==> src/rtl/swlc_pkg.sv <==
// ----------------------------------------------------------------------------
// swlc_pkg
// Shared types and constants for the write-back LRU sector cache controller.
// ----------------------------------------------------------------------------
package swlc_pkg;

	localparam int SLOTS_DEF    = 4;
	localparam int MAX_RESULTS  = 5;
	// write-backs allowed per flush request, the done result takes the last place
	localparam int FLUSH_WB_MAX = MAX_RESULTS - 1;

	// request kinds
	localparam logic [1:0] FN_READ  = 2'd0;
	localparam logic [1:0] FN_WRITE = 2'd1;
	localparam logic [1:0] FN_FLUSH = 2'd2;
	localparam logic [1:0] FN_PURGE = 2'd3;

	typedef enum logic [2:0] {
		ACT_DONE     = 3'd0,
		ACT_WB       = 3'd1,
		ACT_FETCH    = 3'd2,
		ACT_BYP_RD   = 3'd3,
		ACT_BYP_WR   = 3'd4,
		ACT_FLUSH_WB = 3'd5
	} action_t;

	typedef enum logic [3:0] {
		ST_IDLE,
		ST_DISPATCH,
		ST_BYPASS,
		ST_SCAN,
		ST_RESOLVE,
		ST_EVICT,
		ST_FETCH,
		ST_DONE,
		ST_FL_NEXT,
		ST_FL_EVAL
	} state_t;

	// one command result
	typedef struct packed {
		action_t     action;
		logic [31:0] sector;
		logic [1:0]  slot;
		logic [7:0]  count;
		logic        last;
	} res_t;

	// tag store port controls
	typedef struct packed {
		logic rd_en;
		logic tag_we;
		logic ds_we;
	} mem_cmd_t;

endpackage

==> src/rtl/sector_writeback_lru_cache_top.sv <==
// ----------------------------------------------------------------------------
// sector_writeback_lru_cache_top
// Tag and policy controller of a fully associative write-back sector cache
// with LRU replacement. Emits writeback / fetch / bypass / done commands.
// ----------------------------------------------------------------------------
//
//  channel | handshake           | payload
//  --------+---------------------+-------------------------------------------
//  in      | in_valid, in_stall  | func, sector, count, now_tick, flush_age
//  out     | out_valid, out_stall| action, sector_out, slot, count_out, last
//
//  Sequencing: one request at a time. For a single-sector read or write
//  the single read port of the tag store walks every slot (hit and LRU
//  age in one pass; free slots come from the valid flags in flops).
//  A flush reads and checks its dirty candidate slots one by one.
//  Reset: valid and dirty flags clear at once; tag store needs no clearing.
//  Stalls: results sit in an output register, so the next request is taken
//  while the last result of the previous one waits for its transfer.
//
module sector_writeback_lru_cache_top #(
	parameter int SLOTS = swlc_pkg::SLOTS_DEF
) (
	input  logic        clk,
	input  logic        arst_n,
	input  logic        in_valid,
	output logic        in_stall,
	input  logic [1:0]  func,
	input  logic [31:0] sector,
	input  logic [7:0]  count,
	input  logic [31:0] now_tick,
	input  logic [31:0] flush_age,
	output logic        out_valid,
	input  logic        out_stall,
	output logic [2:0]  action,
	output logic [31:0] sector_out,
	output logic [1:0]  slot,
	output logic [7:0]  count_out,
	output logic        last
);

	localparam int IW = $clog2(SLOTS);

	swlc_pkg::mem_cmd_t mem_cmd;
	logic [IW-1:0]      rd_addr;
	logic [IW-1:0]      wr_addr;
	logic [31:0]        wr_sector;
	logic [31:0]        wr_time;
	logic [31:0]        rd_sector;
	logic [31:0]        rd_last_use;
	logic [31:0]        rd_dirty_since;
	logic               push;
	logic               push_ok;
	swlc_pkg::res_t     res;

	// per-slot tags and timestamps, read-modify-write by the sequencer;
	// reads and the commit write never fall in the same cycle
	swlc_tag_store #(
		.SLOTS(SLOTS)
	) u_store (
		.clk           (clk),
		.cmd           (mem_cmd),
		.rd_addr       (rd_addr),
		.wr_addr       (wr_addr),
		.wr_sector     (wr_sector),
		.wr_time       (wr_time),
		.rd_sector     (rd_sector),
		.rd_last_use   (rd_last_use),
		.rd_dirty_since(rd_dirty_since)
	);

	// request sequencer with valid/dirty flags
	swlc_ctrl #(
		.SLOTS(SLOTS)
	) u_ctrl (
		.clk           (clk),
		.arst_n        (arst_n),
		.in_valid      (in_valid),
		.in_stall      (in_stall),
		.func          (func),
		.sector        (sector),
		.count         (count),
		.now_tick      (now_tick),
		.flush_age     (flush_age),
		.mem_cmd       (mem_cmd),
		.rd_addr       (rd_addr),
		.wr_addr       (wr_addr),
		.wr_sector     (wr_sector),
		.wr_time       (wr_time),
		.rd_sector     (rd_sector),
		.rd_last_use   (rd_last_use),
		.rd_dirty_since(rd_dirty_since),
		.push_ok       (push_ok),
		.push          (push),
		.res           (res)
	);

	// result register toward the out channel
	swlc_out_reg u_out (
		.clk       (clk),
		.arst_n    (arst_n),
		.push      (push),
		.res       (res),
		.push_ok   (push_ok),
		.out_valid (out_valid),
		.out_stall (out_stall),
		.action    (action),
		.sector_out(sector_out),
		.slot      (slot),
		.count_out (count_out),
		.last      (last)
	);

endmodule

==> src/rtl/swlc_tag_store.sv <==
// ----------------------------------------------------------------------------
// swlc_tag_store
// Per-slot storage: sector tag with last-use tick, and dirty-since tick.
// One read port with registered data, one write port.
// ----------------------------------------------------------------------------
module swlc_tag_store #(
	parameter int SLOTS = swlc_pkg::SLOTS_DEF,
	localparam int IW   = $clog2(SLOTS)
) (
	input  logic               clk,
	input  swlc_pkg::mem_cmd_t cmd,
	input  logic [IW-1:0]      rd_addr,
	input  logic [IW-1:0]      wr_addr,
	input  logic [31:0]        wr_sector,
	input  logic [31:0]        wr_time,
	output logic [31:0]        rd_sector,
	output logic [31:0]        rd_last_use,
	output logic [31:0]        rd_dirty_since
);

	logic [63:0] tag_mem [SLOTS];
	logic [31:0] ds_mem  [SLOTS];
	logic [63:0] rd_tag_q;
	logic [31:0] rd_ds_q;

	always_ff @(posedge clk) begin
		if (cmd.tag_we) begin
			tag_mem[wr_addr] <= {wr_sector, wr_time};
		end
		if (cmd.ds_we) begin
			ds_mem[wr_addr] <= wr_time;
		end
		if (cmd.rd_en) begin
			rd_tag_q <= tag_mem[rd_addr];
			rd_ds_q  <= ds_mem[rd_addr];
		end
	end

	assign rd_sector      = rd_tag_q[63:32];
	assign rd_last_use    = rd_tag_q[31:0];
	assign rd_dirty_since = rd_ds_q;

endmodule

==> src/rtl/swlc_ctrl.sv <==
// ----------------------------------------------------------------------------
// swlc_ctrl
// Request sequencer: slot scan for hit / free / LRU victim, eviction,
// fetch, flush walk and purge. Holds valid and dirty flags in flops.
// ----------------------------------------------------------------------------
module swlc_ctrl #(
	parameter int SLOTS = swlc_pkg::SLOTS_DEF,
	localparam int IW   = $clog2(SLOTS),
	localparam int PW   = $clog2(SLOTS + 1)
) (
	input  logic               clk,
	input  logic               arst_n,
	input  logic               in_valid,
	output logic               in_stall,
	input  logic [1:0]         func,
	input  logic [31:0]        sector,
	input  logic [7:0]         count,
	input  logic [31:0]        now_tick,
	input  logic [31:0]        flush_age,
	output swlc_pkg::mem_cmd_t mem_cmd,
	output logic [IW-1:0]      rd_addr,
	output logic [IW-1:0]      wr_addr,
	output logic [31:0]        wr_sector,
	output logic [31:0]        wr_time,
	input  logic [31:0]        rd_sector,
	input  logic [31:0]        rd_last_use,
	input  logic [31:0]        rd_dirty_since,
	input  logic               push_ok,
	output logic               push,
	output swlc_pkg::res_t     res
);

	swlc_pkg::state_t state_q, state_d;

	logic [1:0]       func_q;
	logic [31:0]      sector_q;
	logic [7:0]       count_q;
	logic [31:0]      now_q;
	logic [31:0]      age_q;

	logic [SLOTS-1:0] valid_q;
	logic [SLOTS-1:0] dirty_q;
	logic [PW-1:0]    ptr_q;
	logic             rd_vld_s1;
	logic [IW-1:0]    rd_idx_s1;
	logic             hit_q;
	logic [IW-1:0]    hit_idx_q;
	logic [31:0]      best_age_q;
	logic [IW-1:0]    best_idx_q;
	logic [31:0]      best_sec_q;
	logic [IW-1:0]    sel_q;
	logic [2:0]       wbn_q;

	logic             free_any;
	logic [IW-1:0]    free_idx;
	logic             cand_any;
	logic [IW-1:0]    cand_idx;
	logic [31:0]      age_scan;
	logic [31:0]      age_fl;
	logic             scan_hit;
	logic             scan_better;
	logic             fl_old;
	logic             is_rw;

	function automatic logic [1:0] slot2(input logic [IW-1:0] idx);
		logic [IW+1:0] w;
		w = {2'b00, idx};
		return w[1:0];
	endfunction

	// first free slot and next flush candidate, lowest index wins
	always_comb begin
		free_any = 1'b0;
		free_idx = '0;
		cand_any = 1'b0;
		cand_idx = '0;
		for (int i = SLOTS - 1; i >= 0; i--) begin
			if (!valid_q[i]) begin
				free_any = 1'b1;
				free_idx = IW'(i);
			end
			if (valid_q[i] && dirty_q[i] && (PW'(i) >= ptr_q)) begin
				cand_any = 1'b1;
				cand_idx = IW'(i);
			end
		end
	end

	assign age_scan    = now_q - rd_last_use;
	assign age_fl      = now_q - rd_dirty_since;
	assign scan_hit    = rd_vld_s1 && valid_q[rd_idx_s1] && (rd_sector == sector_q) && !hit_q;
	assign scan_better = rd_vld_s1 && ((rd_idx_s1 == '0) || (age_scan > best_age_q));
	assign fl_old      = (age_fl >= age_q);
	assign is_rw       = (func_q == swlc_pkg::FN_READ) || (func_q == swlc_pkg::FN_WRITE);

	assign wr_addr   = sel_q;
	assign wr_sector = sector_q;
	assign wr_time   = now_q;

	always_ff @(posedge clk or negedge arst_n) begin
		if (!arst_n) begin
			state_q <= swlc_pkg::ST_IDLE;
		end else begin
			state_q <= state_d;
		end
	end

	always_comb begin
		state_d     = state_q;
		in_stall    = (state_q != swlc_pkg::ST_IDLE);
		mem_cmd     = '0;
		rd_addr     = ptr_q[IW-1:0];
		push        = 1'b0;
		res.action  = swlc_pkg::ACT_DONE;
		res.sector  = '0;
		res.slot    = '0;
		res.count   = '0;
		res.last    = 1'b0;
		unique case (state_q)
			swlc_pkg::ST_IDLE: begin
				if (in_valid) begin
					state_d = swlc_pkg::ST_DISPATCH;
				end
			end
			swlc_pkg::ST_DISPATCH: begin
				if (func_q == swlc_pkg::FN_PURGE) begin
					state_d = swlc_pkg::ST_DONE;
				end else if (func_q == swlc_pkg::FN_FLUSH) begin
					state_d = swlc_pkg::ST_FL_NEXT;
				end else if (count_q > 8'd1) begin
					state_d = swlc_pkg::ST_BYPASS;
				end else begin
					state_d = swlc_pkg::ST_SCAN;
				end
			end
			swlc_pkg::ST_BYPASS: begin
				res.action = (func_q == swlc_pkg::FN_READ) ? swlc_pkg::ACT_BYP_RD
				                                           : swlc_pkg::ACT_BYP_WR;
				res.sector = sector_q;
				res.count  = count_q;
				res.last   = 1'b1;
				push       = push_ok;
				if (push_ok) begin
					state_d = swlc_pkg::ST_IDLE;
				end
			end
			swlc_pkg::ST_SCAN: begin
				// read slot ptr while the previous slot's data is evaluated
				mem_cmd.rd_en = (ptr_q < PW'(SLOTS));
				if ((ptr_q == PW'(SLOTS)) && !rd_vld_s1) begin
					state_d = swlc_pkg::ST_RESOLVE;
				end
			end
			swlc_pkg::ST_RESOLVE: begin
				if (!hit_q && !free_any && dirty_q[best_idx_q]) begin
					state_d = swlc_pkg::ST_EVICT;
				end else if (!hit_q && (func_q == swlc_pkg::FN_READ)) begin
					state_d = swlc_pkg::ST_FETCH;
				end else begin
					state_d = swlc_pkg::ST_DONE;
				end
			end
			swlc_pkg::ST_EVICT: begin
				res.action = swlc_pkg::ACT_WB;
				res.sector = best_sec_q;
				res.slot   = slot2(sel_q);
				res.count  = 8'd1;
				push       = push_ok;
				if (push_ok) begin
					state_d = (func_q == swlc_pkg::FN_READ) ? swlc_pkg::ST_FETCH
					                                        : swlc_pkg::ST_DONE;
				end
			end
			swlc_pkg::ST_FETCH: begin
				res.action = swlc_pkg::ACT_FETCH;
				res.sector = sector_q;
				res.slot   = slot2(sel_q);
				res.count  = 8'd1;
				push       = push_ok;
				if (push_ok) begin
					state_d = swlc_pkg::ST_DONE;
				end
			end
			swlc_pkg::ST_DONE: begin
				res.last = 1'b1;
				if (is_rw) begin
					res.sector = sector_q;
					res.slot   = slot2(sel_q);
				end
				push = push_ok;
				if (push_ok) begin
					// commit the slot on the final transfer
					mem_cmd.tag_we = is_rw;
					mem_cmd.ds_we  = (func_q == swlc_pkg::FN_WRITE) && !dirty_q[sel_q];
					state_d        = swlc_pkg::ST_IDLE;
				end
			end
			swlc_pkg::ST_FL_NEXT: begin
				if ((wbn_q == 3'(swlc_pkg::FLUSH_WB_MAX)) || !cand_any) begin
					state_d = swlc_pkg::ST_DONE;
				end else begin
					mem_cmd.rd_en = 1'b1;
					rd_addr       = cand_idx;
					state_d       = swlc_pkg::ST_FL_EVAL;
				end
			end
			swlc_pkg::ST_FL_EVAL: begin
				if (fl_old) begin
					res.action = swlc_pkg::ACT_FLUSH_WB;
					res.sector = rd_sector;
					res.slot   = slot2(rd_idx_s1);
					res.count  = 8'd1;
					push       = push_ok;
					if (push_ok) begin
						state_d = swlc_pkg::ST_FL_NEXT;
					end
				end else begin
					state_d = swlc_pkg::ST_FL_NEXT;
				end
			end
			default: begin
				state_d = swlc_pkg::ST_IDLE;
			end
		endcase
	end

	// control state
	always_ff @(posedge clk or negedge arst_n) begin
		if (!arst_n) begin
			valid_q   <= '0;
			dirty_q   <= '0;
			ptr_q     <= '0;
			rd_vld_s1 <= 1'b0;
			hit_q     <= 1'b0;
			wbn_q     <= '0;
		end else begin
			rd_vld_s1 <= mem_cmd.rd_en;
			case (state_q)
				swlc_pkg::ST_DISPATCH: begin
					ptr_q <= '0;
					hit_q <= 1'b0;
					wbn_q <= '0;
					if (func_q == swlc_pkg::FN_PURGE) begin
						valid_q <= '0;
						dirty_q <= '0;
					end
				end
				swlc_pkg::ST_SCAN: begin
					if (mem_cmd.rd_en) begin
						ptr_q <= ptr_q + PW'(1);
					end
					if (scan_hit) begin
						hit_q <= 1'b1;
					end
				end
				swlc_pkg::ST_EVICT: begin
					if (push_ok) begin
						dirty_q[sel_q] <= 1'b0;
					end
				end
				swlc_pkg::ST_DONE: begin
					if (push_ok && is_rw) begin
						valid_q[sel_q] <= 1'b1;
						if (func_q == swlc_pkg::FN_WRITE) begin
							dirty_q[sel_q] <= 1'b1;
						end
					end
				end
				swlc_pkg::ST_FL_EVAL: begin
					if (fl_old) begin
						if (push_ok) begin
							dirty_q[rd_idx_s1] <= 1'b0;
							wbn_q              <= wbn_q + 3'd1;
							ptr_q              <= PW'(rd_idx_s1) + PW'(1);
						end
					end else begin
						ptr_q <= PW'(rd_idx_s1) + PW'(1);
					end
				end
				default: begin
				end
			endcase
		end
	end

	// request and scan payload
	always_ff @(posedge clk) begin
		if (mem_cmd.rd_en) begin
			rd_idx_s1 <= rd_addr;
		end
		if ((state_q == swlc_pkg::ST_IDLE) && in_valid) begin
			func_q   <= func;
			sector_q <= sector;
			count_q  <= count;
			now_q    <= now_tick;
			age_q    <= flush_age;
		end
		if (state_q == swlc_pkg::ST_SCAN) begin
			if (scan_hit) begin
				hit_idx_q <= rd_idx_s1;
			end
			if (scan_better) begin
				best_age_q <= age_scan;
				best_idx_q <= rd_idx_s1;
				best_sec_q <= rd_sector;
			end
		end
		if (state_q == swlc_pkg::ST_RESOLVE) begin
			sel_q <= hit_q ? hit_idx_q : (free_any ? free_idx : best_idx_q);
		end
	end

endmodule

==> src/rtl/swlc_out_reg.sv <==
// ----------------------------------------------------------------------------
// swlc_out_reg
// Result output register; frees the sequencer while a result waits.
// ----------------------------------------------------------------------------
module swlc_out_reg (
	input  logic           clk,
	input  logic           arst_n,
	input  logic           push,
	input  swlc_pkg::res_t res,
	output logic           push_ok,
	output logic           out_valid,
	input  logic           out_stall,
	output logic [2:0]     action,
	output logic [31:0]    sector_out,
	output logic [1:0]     slot,
	output logic [7:0]     count_out,
	output logic           last
);

	logic           valid_q;
	swlc_pkg::res_t res_q;

	assign push_ok = !valid_q || !out_stall;

	always_ff @(posedge clk or negedge arst_n) begin
		if (!arst_n) begin
			valid_q <= 1'b0;
		end else if (push) begin
			valid_q <= 1'b1;
		end else if (!out_stall) begin
			valid_q <= 1'b0;
		end
	end

	always_ff @(posedge clk) begin
		if (push) begin
			res_q <= res;
		end
	end

	assign out_valid  = valid_q;
	assign action     = res_q.action;
	assign sector_out = res_q.sector;
	assign slot       = res_q.slot;
	assign count_out  = res_q.count;
	assign last       = res_q.last;

endmodule
==> config.mk <==
export PLATFORM = sky130hd
export DESIGN_NAME = sector_writeback_lru_cache_top
export DESIGN_NICKNAME = d
export VERILOG_FILES = /design/src/rtl/swlc_pkg.sv /design/src/rtl/sector_writeback_lru_cache_top.sv /design/src/rtl/swlc_tag_store.sv /design/src/rtl/swlc_ctrl.sv /design/src/rtl/swlc_out_reg.sv
export SDC_FILE = /design/constraint.sdc
export NUM_CORES = 1
export LEC_CHECK = 0
export ABC_CLOCK_PERIOD_IN_PS = 13600
export BUFFER_PORTS_ARGS = -buffer_cell sky130_fd_sc_hd__buf_4
export CAP_MARGIN = 5
export CORE_AREA = 2 2 183 365
export DETAILED_ROUTE_END_ITERATION = 10
export DIE_AREA = 0 0 185 367
export SLEW_MARGIN = 0
export SYNTH_ARGS = -nofsm -noshare
export SYNTH_HDL_FRONTEND = slang
export SYNTH_HIERARCHICAL = 1
export SYNTH_SLANG_ARGS = --single-unit
==> constraint.sdc <==
create_clock -name clk -period 13.6 [get_ports clk]
set_input_delay 0.68 -clock clk [delete_from_list [all_inputs] [get_ports clk]]
set_output_delay 0.68 -clock clk [all_outputs]
set_load 0.005 [all_outputs]
==> results_dict.tcl, run 1 <==
set metrics [dict create \
    track_usage 0.195 \
    min_period_ps 6740 \
    ir_worst_vdd_mv 0.132 \
    cts_buffers 67 \
    worst_pin_slew_ps 1110 \
    drc_errors 0 \
    cts_setup_buffers 0 \
    place_area_sq_um 33300 \
    synthCells 1902 \
    viasPerCell 5.49 \
    slew_viol_final 0 \
    maxCapViolCount 0 \
    synth_warnings 6 \
    crit_path_start_kind "flip-flop" \
    hold-worst-slack_ps 227 \
    powerDensity_nw_per_um2 202 \
    synth_common_cells "704 x edfxtp_1, 143 x inv_1, 129 x ha_1, 129 x nand2_1, 99 x mux4_2" \
    synth_ff_type "edfxtp_1" \
    design_area_sq_um 35500 \
    post_cts_resized 0 \
    grt_pass1_wl_microns 99900 \
    critPathKind "flip-flop to flip-flop" \
    postSynthAreaPerCell_sq_um 16.3 \
    dr_total_vias 16600 \
    ys_types 69 \
    placeableCoreArea_sq_um 65200 \
    grt_max_degree 92 \
    drtIter0Drc 1139 \
    die_y_microns 367 \
    antenna_found_initial 0 \
    clock_latency_ps 630 \
    htreeDepth 3 \
    cp_slowest_cell "o31ai_1" \
    worstPathBufferInverterCount 3 \
    dp_hpwl_microns 40400 \
    cts_root_buffer "clkbuf_16" \
    endpoint_kind "flip-flop" \
    place_ws_ps 6820 \
    final_nets 2337 \
    die_x_microns 185 \
    ys_ff_latch 725 \
    area_delta_synth_final_pct 14.4 \
    fin_crit_sh 0.495 \
    crit_arrival_ps 6990 \
    start_util 0.476 \
    routedWlPerCell_microns 21.3 \
    synthDominantCellAreaShare 0.681 \
    crit_fanout 47 \
    status "finished clean" \
    ioPinCount 158 \
    crit_family "compound AO/OA/AOI/OAI gates" \
    synth_edf_count 704 \
    max_freq_mhz 148 \
    insertedDiodeCount 0 \
    hold_buffers 1 \
    yosys.cell_count.top_type "edfxtp_1" \
    synthArstFlopShare 0.0290 \
    crit_required_ps 13860 \
    gr-total-overflow 0 \
    io_buffer_count 157 \
    p_leak_nw 12.9 \
    slowest_delay_ps 830 \
    layout-drive-gt1-share 0.190 \
    min_path_type "input port to flip-flop" \
    tritoncts "built" \
    fin_tns_setup_ps 0 \
    synth_area_leaders "edfxtp_1 68%, mux4_2 7.2%, ha_1 5.2%" \
    antenna_left 0 \
    syn_nets 2143 \
    hold_viol 0 \
    cts_sinks 725 \
    firstDrtPassIters 8 \
    num_rows 133 \
    clk_pin_slew_ps 70 \
    ys_seq_area_frac 0.698 \
    path_cells "inv_1 > ha_1 > inv_1 > fa_1 > a211oi_1 > o21ai_0 > o311a_1 > a31oi_1 > o31ai_1 > nor3b_1 > o21bai_1 > a31oi_1 > xor2_1 > ha_1 > nand2_1 > nor4_1 > nand2_1 > nor3_1 > nor2_1 > or3_1 > a31oi_4 > buf_4" \
    rsz0062_at_grt "false" \
    clk_path_buf_depth 3 \
    place_congestion 0.811 \
    maxSlewHeadroom 0.259 \
    fin_worst_skew_ps 23.6 \
    synth_area_sq_um 31000 \
    grt_pass1_vias 17100 \
    yosysTopAreaCell "edfxtp_1" \
    setup_viol 0 \
    wl_microns 64400 \
    die-area_sq_um 67900 \
    fin_ws_ps 6860 \
]
## state kept, by name (all words and copies together) (netlist names), 3 cells and up
register / flops
u_ctrl/valid_q: 4
u_store/rd_dirty_since: 32
u_ctrl/best_sec_q: 32
u_ctrl/wr_time: 32
u_ctrl/state_q: 4
u_ctrl/ptr_q: 3
u_ctrl/wr_sector: 32
u_store/tag_mem: 256
u_ctrl/dirty_q: 4
u_ctrl/age_q: 32
u_store/ds_mem: 128
u_store/rd_tag_q: 64
u_out/count_out: 8
u_ctrl/wbn_q: 3
u_ctrl/count_q: 8
u_out/action: 3
u_out/sector_out: 32
u_ctrl/best_age_q: 32
## worst register-to-register path, cell delays in order, from the launching register on
cell and delay, ps:
edfxtp_1 490, inv_1 110, ha_1 220, inv_1 70, fa_1 230, a211oi_1 90
o21ai_0 340, o311a_1 260, a31oi_1 210, o31ai_1 830, nor3b_1 410, o21bai_1 180
a31oi_1 220, xor2_1 90, ha_1 270, nand2_1 80, nor4_1 570, nand2_1 110
nor3_1 270, nor2_1 150, or3_1 370, a31oi_4 180, buf_4 570
## through the flow
step | util | instances | total power [mW]
6_report | 0.544 | 3027 | 7.15
4_1_cts | 0.544 | 3027 | 7.25
5_1_grt | 0.544 | 3027 | 7.58
2_1_floorplan | - | 1902 | 4.64
3_3_place_gp | 0.510 | 2903 | 5.30
3_5_place_dp | 0.510 | 2903 | 5.32
## cells in the final DEF (no fill, tap or decap), types with 34 or more instances in the layout
| cell type | instances |
|---|---|
| a21oi_1 | 78 |
| inv_1 | 143 |
| nand2_1 | 128 |
| nor2_1 | 52 |
| ha_1 | 129 |
| buf_4 | 174 |
| mux4_2 | 99 |
| xnor2_1 | 43 |
| a22oi_1 | 34 |
| a21o_1 | 50 |
| xor2_1 | 45 |
| o21ai_0 | 47 |
| edfxtp_1 | 704 |
| clkbuf_16 | 70 |
## cell type report
| cell class | count | area [sq um] |
|---|---|---|
| repair buffers | 176 | 1340 |
| clock buffers | 82 | 1810 |
| well taps | 877 | 1100 |
| inverters | 143 | 537 |
| flip-flops and latches | 725 | 21700 |
| fillers | 5333 | 29700 |
| multi-input cells | 983 | 8630 |
| clock inverters | 41 | 412 |
## routing by layer
metal	global-route usage	wire, microns
met1	0.270	28300
met2	0.321	31600
met3	0.0231	2960
met4	0.0646	1520
met5	0	0
## cell families (layout without fill, tap and decap cells)
logic type / after synthesis / after routing / synth area share
flip-flops: 725 / 725 / 0.698
AND/OR/NAND/NOR: 341 / 341 / 0.0540
AO/OA/AOI/OAI: 320 / 320 / 0.0702
buffers and inverters: 194 / 442 / 0.0262
adder cells (fa/ha/maj): 131 / 131 / 0.0533
multiplexers: 103 / 103 / 0.0732
XOR/XNOR: 88 / 88 / 0.0248
## final timing paths
| path | cells past startpoint | slack (ps) | end | from |
|---|---|---|---|---|
| max in group asynchronous | 2 | 12840 | u_ctrl/ptr_q[2]$_DFFE_PN0P_ | arst_n |
| max reg2reg | 22 | 6860 | u_out/sector_out[5]$_DFFE_PP_ | u_ctrl/wr_time[0]$_DFFE_PP_ |
| min in group asynchronous | 2 | 510 | u_ctrl/state_q[0]$_DFFE_PN0P_ | arst_n |
| min reg2reg | 0 | 500 | u_ctrl/best_sec_q[31]$_DFFE_PP_ | u_store/rd_tag_q[63]$_DFFE_PP_ |
| max | 22 | 6860 | u_out/sector_out[5]$_DFFE_PP_ | u_ctrl/wr_time[0]$_DFFE_PP_ |
| min | 1 | 230 | u_ctrl/wr_time[31]$_DFFE_PP_ | now_tick[31] |
## power breakdown
part           switching [mW]  internal [mW]  leakage, nW
clock network           0.831           1.07         1.06
registers               0.222           2.93         6.69
logic                    1.20          0.906         5.16
Power figures use the tool's default switching activity.
==> run 2: changes to the inputs <==
--- a/config.mk
+++ b/config.mk
@@ -5,7 +5,7 @@
 export SDC_FILE = /design/constraint.sdc
 export NUM_CORES = 1
 export LEC_CHECK = 0
-export ABC_CLOCK_PERIOD_IN_PS = 13600
+export ABC_CLOCK_PERIOD_IN_PS = 6900
 export BUFFER_PORTS_ARGS = -buffer_cell sky130_fd_sc_hd__buf_4
 export CAP_MARGIN = 5
 export CORE_AREA = 2 2 183 365
==> constraint.sdc (replaced) <==
create_clock -name clk -period 6.9 [get_ports clk]
set_input_delay 0.345 -clock clk [delete_from_list [all_inputs] [get_ports clk]]
set_output_delay 0.345 -clock clk [all_outputs]
set_load 0.005 [all_outputs]
==> run 2 against run 1 <==
Effect of this change:
- critical endpoint is now u_out/sector_out[30]$_DFFE_PP_
- non-clock buffer count up 113
- register-to-register slack worse by 6300 ps
- sequential share of layout area is 1.9 points lower
- cell count rose by 3.6%
- power up 99%
- final area up 3.3%
- largest cell class unchanged
- critical path depth up 1
- utilization grew 1.8 points
- clock-buffer cell count down 7
- worst setup slack got worse by 6300 ps
==> results_dict.tcl, run 2 (synthesized netlist as in run 1, its figures left out) <==
set metrics [dict create \
    status "finished clean" \
    tritoncts "built" \
    fin_crit_sh 0.921 \
    endpoint_kind "flip-flop" \
    dr_total_vias 17000 \
    place_congestion 0.816 \
    clk_path_buf_depth 3 \
    layout_commonest_cell "edfxtp_1" \
    cp_slowest_cell "o31ai_1" \
    layout-drive-gt1-share 0.182 \
    max_freq_mhz 157 \
    hold_viol 0 \
    num_rows 133 \
    use_met2 0.318 \
    viasPerCell 5.44 \
    maxSlewHeadroom 0.357 \
    cts_buffers 66 \
    drc_errors 0 \
    path_cells "inv_1 > ha_1 > inv_1 > fa_1 > a211oi_1 > o21ai_0 > o311a_1 > a31oi_1 > buf_4 > o31ai_1 > nor3b_1 > o21bai_1 > a31oi_1 > xor2_1 > ha_1 > nand2_1 > nor4_1 > nand2_1 > nor3_1 > nor2_1 > or3_1 > a31oi_4 > buf_12" \
    start_util 0.476 \
    critPathKind "flip-flop to flip-flop" \
    largest_register_ffs 256 \
    clk_pin_slew_ps 70 \
    area_delta_synth_final_pct 18.1 \
    crit_family "compound AO/OA/AOI/OAI gates" \
    final_nets 2449 \
    maxCapViolCount 0 \
    cts_root_buffer "clkbuf_16" \
    min_path_type "input port to async pin" \
    grt_use_met1 0.265 \
    worstPathBufferInverterCount 4 \
    grt_pass1_vias 17400 \
    cts_sinks 725 \
    wl_microns 64400 \
    crit_required_ps 7190 \
    top_usage_layer "met2" \
    drtIter0Drc 1288 \
    hold-worst-slack_ps 161 \
    cts_setup_buffers 0 \
    min_period_ps 6350 \
    track_usage 0.193 \
    slowest_delay_ps 660 \
    antenna_found_initial 0 \
    gr-total-overflow 0 \
    crit_arrival_ps 6640 \
    routedWlPerCell_microns 20.5 \
    die_y_microns 367 \
    io_buffer_count 157 \
    p_leak_nw 13.4 \
    powerDensity_nw_per_um2 388 \
    crit_fanout 35 \
    insertedDiodeCount 0 \
    die_x_microns 185 \
    grt_pass1_wl_microns 99300 \
    setup_viol 0 \
    rsz0062_at_grt "false" \
    firstDrtPassIters 5 \
    grt_max_degree 89 \
    ioPinCount 158 \
    placeableCoreArea_sq_um 65200 \
    nFillCells 5187 \
    htreeDepth 3 \
    ir_worst_vdd_mv 0.272 \
    final_cell_mix "704 x edfxtp_1, 177 x buf_4, 143 x inv_1" \
    crit_path_start_kind "flip-flop" \
    grtUsageMet3 0.0284 \
    worst_pin_slew_ps 964 \
    dp_hpwl_microns 40400 \
    regMostFlops "u_store/tag_mem" \
    fin_worst_skew_ps 28.7 \
    die-area_sq_um 67900 \
    slew_viol_final 0 \
    clock_latency_ps 620 \
    fin_tns_setup_ps 0 \
    antenna_left 0 \
    largest_registers "u_store/tag_mem x256, u_store/ds_mem x128, u_store/rd_tag_q x64" \
]
## run 2: changes by cell type in the layout (fill, tap and decap cells not counted), sizes merged
cell,change
dlygate4sd3,+107
clkbuf,-7
buf,+6
clkinvlp,-6
bufinv,+4
clkinv,+3
inv,+1
## run 2: through the flow
stage / power, mW / cell area (sq um) / std cells / setup WS (ps) / util
3_3_place_gp: 10.5 / 33300 / 2909 / 618 / 0.511
4_1_cts: 14.4 / 36700 / 3135 / 477 / 0.562
5_1_grt: 15.0 / 36700 / 3135 / 176 / 0.562
3_5_place_dp: 10.5 / 33300 / 2909 / 506 / 0.511
6_report: 14.2 / 36700 / 3135 / 548 / 0.562
2_1_floorplan: 9.13 / 31000 / 1902 / 557 / -
## run 2: area by class of cell
class,instances,area (sq um),area share
well taps,877,1100,0.0299
repair buffers,289,2490,0.0679
multi-input cells,983,8640,0.236
clock buffers,75,1730,0.0471
inverters,143,537,0.0146
clock inverters,43,502,0.0137
flip-flops and latches,725,21700,0.591
## run 2: worst paths after layout
kind / cells past startpoint / slack, ps / start / end
hold / removal: 2 / 160 / arst_n / u_ctrl/state_q[0]$_DFFE_PN0P_
max in group asynchronous: 2 / 6480 / arst_n / u_ctrl/rd_vld_s1$_DFF_PN0_
min in group clk: 4 / 230 / in_valid / u_ctrl/state_q[0]$_DFFE_PN0P_
setup / recovery: 23 / 550 / u_ctrl/wr_time[0]$_DFFE_PP_ / u_out/sector_out[30]$_DFFE_PP_
hold reg to reg: 0 / 500 / u_store/rd_tag_q[43]$_DFFE_PP_ / u_ctrl/best_sec_q[11]$_DFFE_PP_
setup reg to reg: 23 / 550 / u_ctrl/wr_time[0]$_DFFE_PP_ / u_out/sector_out[30]$_DFFE_PP_
## run 2: metal layers
layer  vias to the layer above  wire, microns
met4                         0           1500
met1                      8543          28300
met5                         -              0
met3                        84           3050
met2                       438          31500
li1                       7984              -
## run 2: timing repair
| item | 4_1_cts | 5_1_grt |
|---|---|---|
| hold buffers | 108 | 0 |
| gates resized for setup | 0 | 0 |
| endpoints found under the hold margin | 128 | 0 |
## run 2: report_power, final
part / total [mW] / switching, mW / internal, mW
Combinational: 4.21 / 2.36 / 1.85
Sequential: 6.21 / 0.443 / 5.76
Clock: 3.80 / 1.61 / 2.19
Total: 14.2 / 4.42 / 9.80
